===== config.mk =====
export PLATFORM = sky130hd
export DESIGN_NAME = polar_sector_min_range_grid
export DESIGN_NICKNAME = d
export VERILOG_FILES = /design/src/psmrg_pkg.sv /design/src/polar_sector_min_range_grid.sv /design/src/psmrg_ram.sv
export VERILOG_INCLUDE_DIRS = /design/src /design/src/src
export SDC_FILE = /design/constraint.sdc
export NUM_CORES = 2
export LEC_CHECK = 0
export BUFFER_PORTS_ARGS = -buffer_cell sky130_fd_sc_hd__buf_2
export CORE_MARGIN = 3
export CORE_UTILIZATION = 40
export CTS_CLUSTER_DIAMETER = 80
export CTS_CLUSTER_SIZE = 25
export DETAILED_ROUTE_END_ITERATION = 8
export SLEW_MARGIN = 20
export SYNTH_ARGS = -nofsm -noshare
export SYNTH_HDL_FRONTEND = slang
export SYNTH_SLANG_ARGS = --single-unit

===== constraint.sdc =====
create_clock -name clock -period 8.44 [get_ports clock]
set_input_delay 1.688 -clock clock [delete_from_list [all_inputs] [get_ports clock]]
set_output_delay 1.688 -clock clock [all_outputs]
set_load 0.02 [all_outputs]

===== src/polar_sector_min_range_grid_defines.svh =====
// ----------------------------------------------------------------------------
// Polar sector min range grid: assertion macros
// Shared check forms; each expects clock and reset in scope.
// ----------------------------------------------------------------------------
`ifndef POLAR_SECTOR_MIN_RANGE_GRID_DEFINES_SVH
`define POLAR_SECTOR_MIN_RANGE_GRID_DEFINES_SVH

// Consequent must hold in the same cycle as the antecedent.
`define PSMRG_ASSERT_NOW(label, ante, cons) \
   label: assert property (@(posedge clock) disable iff (reset) (ante) |-> (cons)) \
      else $error("psmrg: same-cycle check failed");

// Consequent must hold in the cycle after the antecedent.
`define PSMRG_ASSERT_NEXT(label, ante, cons) \
   label: assert property (@(posedge clock) disable iff (reset) (ante) |=> (cons)) \
      else $error("psmrg: next-cycle check failed");

`endif


===== src/psmrg_pkg.sv =====
// ----------------------------------------------------------------------------
// psmrg_pkg
// Types and constants of the polar sector min range grid.
// ----------------------------------------------------------------------------
package psmrg_pkg;

   localparam int MAX_SECTORS_DEF = 64;
   localparam int CSR_DATA_W      = 21;
   localparam int CSR_INDEX_W     = 3;

   localparam logic [15:0] INF_RANGE = 16'hFFFF;
   localparam int          ANGLE_SAT = 25736;

   // register indexes
   localparam logic [CSR_INDEX_W-1:0] CSR_ANGLE_LOW  = 3'd0;
   localparam logic [CSR_INDEX_W-1:0] CSR_ANGLE_HIGH = 3'd1;
   localparam logic [CSR_INDEX_W-1:0] CSR_STEP       = 3'd2;
   localparam logic [CSR_INDEX_W-1:0] CSR_RECIP      = 3'd3;
   localparam logic [CSR_INDEX_W-1:0] CSR_COUNT      = 3'd4;
   localparam logic [CSR_INDEX_W-1:0] CSR_RANGE_LOW  = 3'd5;
   localparam logic [CSR_INDEX_W-1:0] CSR_RANGE_HIGH = 3'd6;

   // register reset values
   localparam logic signed [15:0] ANGLE_LOW_RST  = -16'sd12868;
   localparam logic signed [15:0] ANGLE_HIGH_RST = 16'sd12868;
   localparam logic [15:0]        STEP_RST       = 16'd2860;
   localparam logic [20:0]        RECIP_RST      = 21'd367;
   localparam logic [6:0]         COUNT_RST      = 7'd9;
   localparam logic [15:0]        RANGE_LOW_RST  = 16'd0;
   localparam logic [15:0]        RANGE_HIGH_RST = 16'd6000;

   typedef enum logic [1:0] {
      ACT_UPDATE = 2'd0,
      ACT_QUERY  = 2'd1,
      ACT_CLEAR  = 2'd2,
      ACT_READ   = 2'd3
   } action_type;

endpackage


===== src/polar_sector_min_range_grid.sv =====
// ----------------------------------------------------------------------------
// polar_sector_min_range_grid
// Table of angular sectors, each keeping the nearest range seen.
// ----------------------------------------------------------------------------
// Usage:
//   req_* is the item channel (valid/ready): an action, an angle, a range and
//   a sector index. rsp_* is the result channel (valid/ready): exactly one
//   result per item, in order. csr_* writes the limits, sector step,
//   reciprocal and count; write only while no item is in flight.
//   Each item passes through limit check and the angle-by-reciprocal
//   multiply, then index clamp and the sector RAM read, then min and write
//   back. The single RAM read/write path allows one item in flight: a new
//   item is taken in the same cycle the previous result is loaded, and not
//   before; rsp_valid rises once that result is loaded.
//   The result register parts the two sides: a new item is accepted while a
//   result waits; a stalled receiver holds the block only at the load step.
//   Reset (synchronous) restores the register defaults and marks every
//   sector as empty (reads 65535); clear does the same to the table at once,
//   so no clearing pass is needed.
// ----------------------------------------------------------------------------
`include "polar_sector_min_range_grid_defines.svh"

module polar_sector_min_range_grid #(
   parameter int MAX_SECTORS = psmrg_pkg::MAX_SECTORS_DEF
) (
   input  logic                                 clock,
   input  logic                                 reset,
   // item channel
   input  logic                                 req_valid,
   output logic                                 req_ready,
   input  logic [1:0]                           req_action,
   input  logic signed [15:0]                   req_angle,
   input  logic [15:0]                          req_range_value,
   input  logic [5:0]                           req_sector_index,
   // result channel
   output logic                                 rsp_valid,
   input  logic                                 rsp_ready,
   output logic                                 rsp_valid_res,
   output logic [5:0]                           rsp_sector_number,
   output logic [15:0]                          rsp_sector_value,
   output logic signed [15:0]                   rsp_sector_angle,
   // register write port
   input  logic                                 csr_we,
   input  logic [psmrg_pkg::CSR_INDEX_W-1:0]    csr_index,
   input  logic [psmrg_pkg::CSR_DATA_W-1:0]     csr_wdata
);

   import psmrg_pkg::*;

   localparam int IDX_W = (MAX_SECTORS > 1) ? $clog2(MAX_SECTORS) : 1;
   localparam int CNT_W = $clog2(MAX_SECTORS + 1);
   localparam int CW    = (CNT_W > 7) ? CNT_W : 7;
   localparam int PW    = 16 + IDX_W;
   localparam int SW    = PW + 2;

   typedef enum logic [1:0] {
      ST_IDLE,
      ST_CALC,
      ST_INDEX,
      ST_MODIFY
   } state_type;

   // configuration registers
   logic signed [15:0] csr_angle_low_ff;
   logic signed [15:0] csr_angle_high_ff;
   logic [15:0]        csr_step_ff;
   logic [20:0]        csr_recip_ff;
   logic [6:0]         csr_count_ff;
   logic [15:0]        csr_range_low_ff;
   logic [15:0]        csr_range_high_ff;

   // sequencer and item registers
   state_type          state_ff;
   action_type         act_ff;
   logic signed [15:0] angle_ff;
   logic [15:0]        range_ff;
   logic [5:0]         si_ff;
   logic               ok_ff;
   logic               at_low_ff;
   logic               at_high_ff;
   logic [36:0]        prod_ff;
   logic [IDX_W-1:0]   idx_ff;
   logic [MAX_SECTORS-1:0] written_ff;

   // result register
   logic               rsp_valid_ff;
   logic               rsp_valid_res_ff;
   logic [5:0]         rsp_sector_number_ff;
   logic [15:0]        rsp_sector_value_ff;
   logic signed [15:0] rsp_sector_angle_ff;

   // combinational values
   logic               take;
   logic               load_res;
   logic               wr_en;
   logic [CW-1:0]      count_ext;
   logic [CW-1:0]      used_count;
   logic [IDX_W-1:0]   cnt_m1;
   logic signed [16:0] diff;
   logic               angle_in_lim;
   logic               range_in_lim;
   logic               ok_in;
   logic [36:0]        prod_in;
   logic [16:0]        scaled;
   logic [IDX_W-1:0]   idx_in;
   logic [15:0]        ram_rdata;
   logic [15:0]        entry_val;
   logic [15:0]        upd_val;
   logic [PW-1:0]      start_prod;
   logic signed [SW-1:0] start_sum;
   logic signed [15:0] start_angle;
   logic               valid_res_in;
   logic [5:0]         number_in;
   logic [15:0]        value_in;
   logic signed [15:0] angle_res_in;

   // ---------------- configuration ----------------
   always_ff @(posedge clock) begin
      if (reset) begin
         csr_angle_low_ff  <= ANGLE_LOW_RST;
         csr_angle_high_ff <= ANGLE_HIGH_RST;
         csr_step_ff       <= STEP_RST;
         csr_recip_ff      <= RECIP_RST;
         csr_count_ff      <= COUNT_RST;
         csr_range_low_ff  <= RANGE_LOW_RST;
         csr_range_high_ff <= RANGE_HIGH_RST;
      end else if (csr_we) begin
         unique case (csr_index)
            CSR_ANGLE_LOW:  csr_angle_low_ff  <= signed'(csr_wdata[15:0]);
            CSR_ANGLE_HIGH: csr_angle_high_ff <= signed'(csr_wdata[15:0]);
            CSR_STEP:       csr_step_ff       <= csr_wdata[15:0];
            CSR_RECIP:      csr_recip_ff      <= csr_wdata[20:0];
            CSR_COUNT:      csr_count_ff      <= csr_wdata[6:0];
            CSR_RANGE_LOW:  csr_range_low_ff  <= csr_wdata[15:0];
            CSR_RANGE_HIGH: csr_range_high_ff <= csr_wdata[15:0];
            default: ;
         endcase
      end
   end

   // effective sector count: zero acts as one, clamp to the table depth
   always_comb begin
      count_ext = CW'(csr_count_ff);
      if (csr_count_ff == 7'd0) begin
         used_count = CW'(1);
      end else if (count_ext > CW'(MAX_SECTORS)) begin
         used_count = CW'(MAX_SECTORS);
      end else begin
         used_count = count_ext;
      end
      cnt_m1 = IDX_W'(used_count - CW'(1));
   end

   // ---------------- handshake ----------------
   assign load_res  = (state_ff == ST_MODIFY) && (!rsp_valid_ff || rsp_ready);
   assign req_ready = (state_ff == ST_IDLE) || load_res;
   assign take      = req_valid && req_ready;
   assign wr_en     = load_res && (act_ff == ACT_UPDATE) && ok_ff;

   // ---------------- limit check and scale ----------------
   always_comb begin
      diff         = {angle_ff[15], angle_ff} - {csr_angle_low_ff[15], csr_angle_low_ff};
      angle_in_lim = (angle_ff >= csr_angle_low_ff) && (angle_ff <= csr_angle_high_ff);
      range_in_lim = (range_ff >= csr_range_low_ff) && (range_ff <= csr_range_high_ff);
      prod_in      = 37'(diff[15:0]) * 37'(csr_recip_ff);
      case (act_ff)
         ACT_UPDATE: ok_in = angle_in_lim && range_in_lim;
         ACT_QUERY:  ok_in = angle_in_lim;
         ACT_READ:   ok_in = CW'(si_ff) < used_count;
         default:    ok_in = 1'b0;
      endcase
   end

   // ---------------- sector index ----------------
   always_comb begin
      scaled = prod_ff[36:20];
      if (act_ff == ACT_READ) begin
         idx_in = IDX_W'(si_ff);
      end else if (at_low_ff) begin
         idx_in = '0;
      end else if (at_high_ff || (scaled > 17'(cnt_m1))) begin
         idx_in = cnt_m1;
      end else begin
         idx_in = IDX_W'(scaled);
      end
   end

   psmrg_ram #(
      .WIDTH (16),
      .DEPTH (MAX_SECTORS)
   ) u_sector_ram (
      .clock   (clock),
      .wr_en   (wr_en),
      .wr_addr (idx_ff),
      .wr_data (upd_val),
      .rd_en   (state_ff == ST_INDEX),
      .rd_addr (idx_in),
      .rd_data (ram_rdata)
   );

   // ---------------- modify and result ----------------
   always_comb begin
      entry_val  = written_ff[idx_ff] ? ram_rdata : INF_RANGE;
      upd_val    = (range_ff < entry_val) ? range_ff : entry_val;
      start_prod = PW'(csr_step_ff) * PW'(idx_ff);
      start_sum  = SW'(csr_angle_low_ff) + signed'(SW'(start_prod));
      if (start_sum > SW'(ANGLE_SAT)) begin
         start_angle = 16'(ANGLE_SAT);
      end else if (start_sum < -SW'(ANGLE_SAT)) begin
         start_angle = -16'(ANGLE_SAT);
      end else begin
         start_angle = start_sum[15:0];
      end

      valid_res_in = ok_ff;
      number_in    = 6'(idx_ff);
      value_in     = entry_val;
      angle_res_in = start_angle;
      case (act_ff)
         ACT_UPDATE: begin
            value_in = upd_val;
            if (!ok_ff) begin
               number_in    = '0;
               value_in     = '0;
               angle_res_in = '0;
            end
         end
         ACT_QUERY: begin
            if (!ok_ff) begin
               number_in    = '0;
               value_in     = INF_RANGE;
               angle_res_in = '0;
            end
         end
         ACT_READ: begin
            if (!ok_ff) begin
               number_in    = si_ff;
               value_in     = INF_RANGE;
               angle_res_in = '0;
            end
         end
         default: begin
            valid_res_in = 1'b0;
            number_in    = '0;
            value_in     = INF_RANGE;
            angle_res_in = '0;
         end
      endcase
   end

   // ---------------- sequencer ----------------
   always_ff @(posedge clock) begin
      if (reset) begin
         state_ff     <= ST_IDLE;
         rsp_valid_ff <= 1'b0;
         written_ff   <= '0;
      end else begin
         if (take) begin
            act_ff   <= action_type'(req_action);
            angle_ff <= req_angle;
            range_ff <= req_range_value;
            si_ff    <= req_sector_index;
         end

         unique case (state_ff)
            ST_IDLE: begin
               if (take) begin
                  state_ff <= ST_CALC;
               end
            end
            ST_CALC: begin
               ok_ff      <= ok_in;
               at_low_ff  <= angle_ff == csr_angle_low_ff;
               at_high_ff <= angle_ff == csr_angle_high_ff;
               prod_ff    <= prod_in;
               state_ff   <= ST_INDEX;
            end
            ST_INDEX: begin
               idx_ff   <= idx_in;
               state_ff <= ST_MODIFY;
            end
            ST_MODIFY: begin
               if (load_res) begin
                  state_ff <= take ? ST_CALC : ST_IDLE;
               end
            end
            default: state_ff <= ST_IDLE;
         endcase

         // result register: load on completion, drop after transfer
         if (load_res) begin
            rsp_valid_ff         <= 1'b1;
            rsp_valid_res_ff     <= valid_res_in;
            rsp_sector_number_ff <= number_in;
            rsp_sector_value_ff  <= value_in;
            rsp_sector_angle_ff  <= angle_res_in;
         end else if (rsp_ready) begin
            rsp_valid_ff <= 1'b0;
         end

         if (load_res && (act_ff == ACT_CLEAR)) begin
            written_ff <= '0;
         end else if (wr_en) begin
            written_ff[idx_ff] <= 1'b1;
         end
      end
   end

   assign rsp_valid         = rsp_valid_ff;
   assign rsp_valid_res     = rsp_valid_res_ff;
   assign rsp_sector_number = rsp_sector_number_ff;
   assign rsp_sector_value  = rsp_sector_value_ff;
   assign rsp_sector_angle  = rsp_sector_angle_ff;

   // ---------------- checks ----------------
   `PSMRG_ASSERT_NEXT(a_busy_after_take, take, !req_ready)
   `PSMRG_ASSERT_NEXT(a_clear_empties, load_res && (act_ff == ACT_CLEAR), written_ff == '0)
   `PSMRG_ASSERT_NEXT(a_write_marks, wr_en, written_ff[$past(idx_ff)])
   `PSMRG_ASSERT_NOW(a_miss_angle_zero, rsp_valid_ff && !rsp_valid_res_ff,
                     rsp_sector_angle_ff == '0)

endmodule


===== src/psmrg_ram.sv =====
// ----------------------------------------------------------------------------
// psmrg_ram
// Generic single-write, single-read RAM with registered read data.
// ----------------------------------------------------------------------------
module psmrg_ram #(
   parameter int WIDTH = 16,
   parameter int DEPTH = 64,
   localparam int ADDR_W = (DEPTH > 1) ? $clog2(DEPTH) : 1
) (
   input  logic              clock,
   input  logic              wr_en,
   input  logic [ADDR_W-1:0] wr_addr,
   input  logic [WIDTH-1:0]  wr_data,
   input  logic              rd_en,
   input  logic [ADDR_W-1:0] rd_addr,
   output logic [WIDTH-1:0]  rd_data
);

   logic [WIDTH-1:0] storage_ff [DEPTH];
   logic [WIDTH-1:0] rd_data_ff;

   always_ff @(posedge clock) begin
      if (wr_en) begin
         storage_ff[wr_addr] <= wr_data;
      end
      if (rd_en) begin
         rd_data_ff <= storage_ff[rd_addr];
      end
   end

   assign rd_data = rd_data_ff;

endmodule


==> flow_metrics.py <==
metrics = {
    "floorplan": {
        "initial_core_util_pct": 40.3,
        "die_y_microns": 420,
        "core_area_sq_mm": 0.170,
        "boundaryPins": 110,
        "die_w_microns": 420,
        "fp.dieArea_sq_mm": 0.176,
        "num_rows": 151,
    },
    "run": {
        "cap_violations": 0,
    },
    "placed_design": {
        "place_inst": 8266,
        "place_hpwl_microns": 127000,
        "gp_congestion": 0.883,
        "place.port_buffers": 109,
    },
    "final_layout": {
        "drive_gt1_share_pct": 9.11,
        "nNetsFinal": 6795,
        "finalNonFillerCells": 8423,
        "area_growth_pct": 10.2,
    },
    "drt": {
        "vias_per_cell": 5.49,
        "drt_iter0_markers": 4512,
        "wl_met3_microns": 14000,
        "drtPass1Iterations": 6,
        "wl_met2_microns": 92200,
        "wl_met1_microns": 80100,
        "vias": 46200,
        "ant_nets": 0,
        "route.detailed.drc": 0,
        "top_layer_used": "met5",
        "routed_wirelength_microns": 193000,
        "post_drt_wl_per_cell_microns": 22.9,
    },
    "synthesis": {
        "yosysWarnings": 0,
        "synthArstFlopShare_pct": 0,
        "netlist_area_sq_mm": 0.0684,
        "synth_top_flop_cell": "edfxtp_1",
        "avgSynthCellArea_sq_um": 11.3,
        "yosysSeqAreaShare_pct": 55.4,
        "synthCells": 6045,
        "synth-seq-cells": 1320,
        "synth_edf_count": 1145,
        "synth.distinct_cells": 90,
        "syn_nets": 6692,
    },
    "sta": {
        "period_share_pct": 97.2,
        "tightestPinTransition_ps": 1130,
        "rsz0062_at_grt": "true",
        "finClkSkew_ps": 50.6,
        "period_minus_slack_ps": 8200,
        "worst_slew_margin_rel_pct": 24.0,
        "final_hold_viol_count": 0,
        "setup-violations-final": 0,
        "whs_ps": 464,
        "final_max_slew_viol_count": 0,
        "max_freq_ghz": 0.122,
    },
    "setup_path": {
        "path_common_cell": "fa_1",
        "slowest_delay_ps": 570,
        "crit_slowest_cell": "fa_1",
        "crit_path_max_fanout": 9,
        "startpoint_type": "register",
        "required_ps": 8880,
        "cp-end-kind": "register",
        "crit_family": "adder cells",
        "worstSetupPathType": "reg -> reg",
        "crit_arrival_ps": 8640,
        "worstPathBufferInverterCount": 8,
    },
    "clocking": {
        "cts_tree": "built",
        "cts_sinks": 1320,
        "path_clk_slew_ps": 100,
        "cts_root_buffer": "clkbuf_16",
        "cts_buffer_depth": 3,
        "cts_buffers": 71,
        "cts-htree-levels": 3,
        "clk_latency_ps": 730,
    },
    "global_routing": {
        "grt_max_degree": 111,
        "grt_util_all_layers_pct": 21.8,
        "grt_pass1_wl_microns": 289000,
        "grt_pass1_vias": 45300,
        "gr-total-overflow": 0,
        "antenna_found_initial": 4,
    },
    "power_and_ir_drop": {
        "power_density_mw_per_mm2": 319,
        "irDropWorstVdd_v": 0.000915,
        "p_leak_uw": 0.0286,
    },
    "status": {
        "status": "completed",
    },
    "hold_path": {
        "hold_class": "reg -> reg",
    },
}
[power by group]
part / internal (uW) / switching, uW
registers: 7580 / 118
logic: 5150 / 7250
clock network: 1700 / 2250
[cell families (layout without fill, tap and decap cells)]
family | Yosys count | count (layout) | synth area share (%)
buffers and inverters | 809 | 967 | 4.51
AO/OA/AOI/OAI | 688 | 688 | 6.94
other | 0 | 2 | 0
AND/OR/NAND/NOR | 2475 | 2475 | 16.5
flip-flops | 1320 | 1320 | 55.4
adder cells (fa/ha/maj) | 578 | 578 | 14.1
multiplexers | 120 | 120 | 1.94
XOR/XNOR | 55 | 55 | 0.704
[layout by cell type, fill, tap and decap left out, drive strengths merged, types with 22 or more instances in the layout]
cell / synthesis / routed
mux2i: 102 / 102
o21ai: 59 / 59
nand4: 71 / 71
nand2: 1303 / 1303
nor3: 42 / 42
nand3b: 32 / 32
a31oi: 43 / 43
a211o: 40 / 40
nor2b: 32 / 32
and3: 22 / 22
a21oi: 222 / 222
nor2: 217 / 217
buf: 69 / 334
nand2b: 53 / 53
a21o: 35 / 35
inv: 502 / 515
o21a: 79 / 79
fa: 322 / 322
edfxtp: 1145 / 1145
and2: 210 / 210
nor4: 38 / 38
xnor2: 38 / 38
ha: 256 / 256
nand3: 409 / 409
a32oi: 33 / 33
dfxtp: 175 / 175
clkbuf: 236 / 102
a211oi: 28 / 28
[worst min-delay path: stages, from the launching register on]
cell,delay [ps]
dfxtp_1,320
nand2_1,50
a21oi_1,50
[stage by stage]
step	power [uW]	TNS, ps	cell area [sq um]	setup slack (ps)	utilization, %
2_1_floorplan	15500	0	68400	533	-
3_3_place_gp	18900	-18.2	72500	-18.2	42.8
3_5_place_dp	19000	-80.4	72600	-80.4	42.8
4_1_cts	23700	0	75000	8.71	44.2
5_1_grt	26000	-75.5	75400	-75.5	44.5
6_report	24000	0	75500	236	44.5
[area by class of cell]
| type | instances | area [sq um] |
|---|---|---|
| Antenna cell | 2 | 5.00 |
| Clock buffer | 102 | 1940 |
| Clock inverter | 26 | 360 |
| Fill cell | 15500 | 94200 |
| Inverter | 504 | 1910 |
| Multi-Input combinational cell | 3916 | 28100 |
| Sequential cell | 1320 | 37900 |
| Tap cell | 2218 | 2780 |
| Timing Repair Buffer | 335 | 2480 |
[registers in the layout, indices dropped and copies added (netlist names), 17 cells and up]
name / cells
u_sector_ram.storage_ff: 1024
written_ff: 64
csr_recip_ff: 21
prod_ff: 17
[path summary, 6_finish.rpt]
check                        from                    to  slack [ps]  cells after the start
max           csr_angle_low_ff[1]           prod_ff[36]         240                     35
min          csr_angle_high_ff[5]  csr_angle_high_ff[5]         460                      2
max reg2reg   csr_angle_low_ff[1]           prod_ff[36]         240                     35
min reg2reg  csr_angle_high_ff[5]  csr_angle_high_ff[5]         460                      2
[what timing repair did]
item,4_1_cts,5_1_grt
endpoints found under the setup margin,2,31
buffers inserted,10,14
hold buffers,0,0
gates cloned,0,1
pin swaps,8,30
gates resized for setup,9,37
[synthesized netlist by cell type, types with 57 or more instances]
cell      count  area, sq um
clkbuf_1    236          886
nand2_1    1303         4890
nand3_1     409         2050
o21ai_0      57          285
edfxtp_1   1145        34400
dfxtp_1     175         3500
o21a_1       79          593
a21oi_1     222         1110
inv_1       499         1870
nand4_1      71          444
ha_1        256         3200
mux2i_1     102         1020
and2_1      209         1310
nor2_1      217          815
fa_1        322         6450
[layer usage]
| metal | GRT usage (%) | vias up |
|---|---|---|
| li1 | - | 21100 |
| met3 | 3.68 | 275 |
| met2 | 36.1 | 1538 |
| met5 | 0 | - |
| met1 | 29.1 | 23300 |
| met4 | 7.02 | 2 |
No activity file was read; power rests on OpenSTA's default activity.
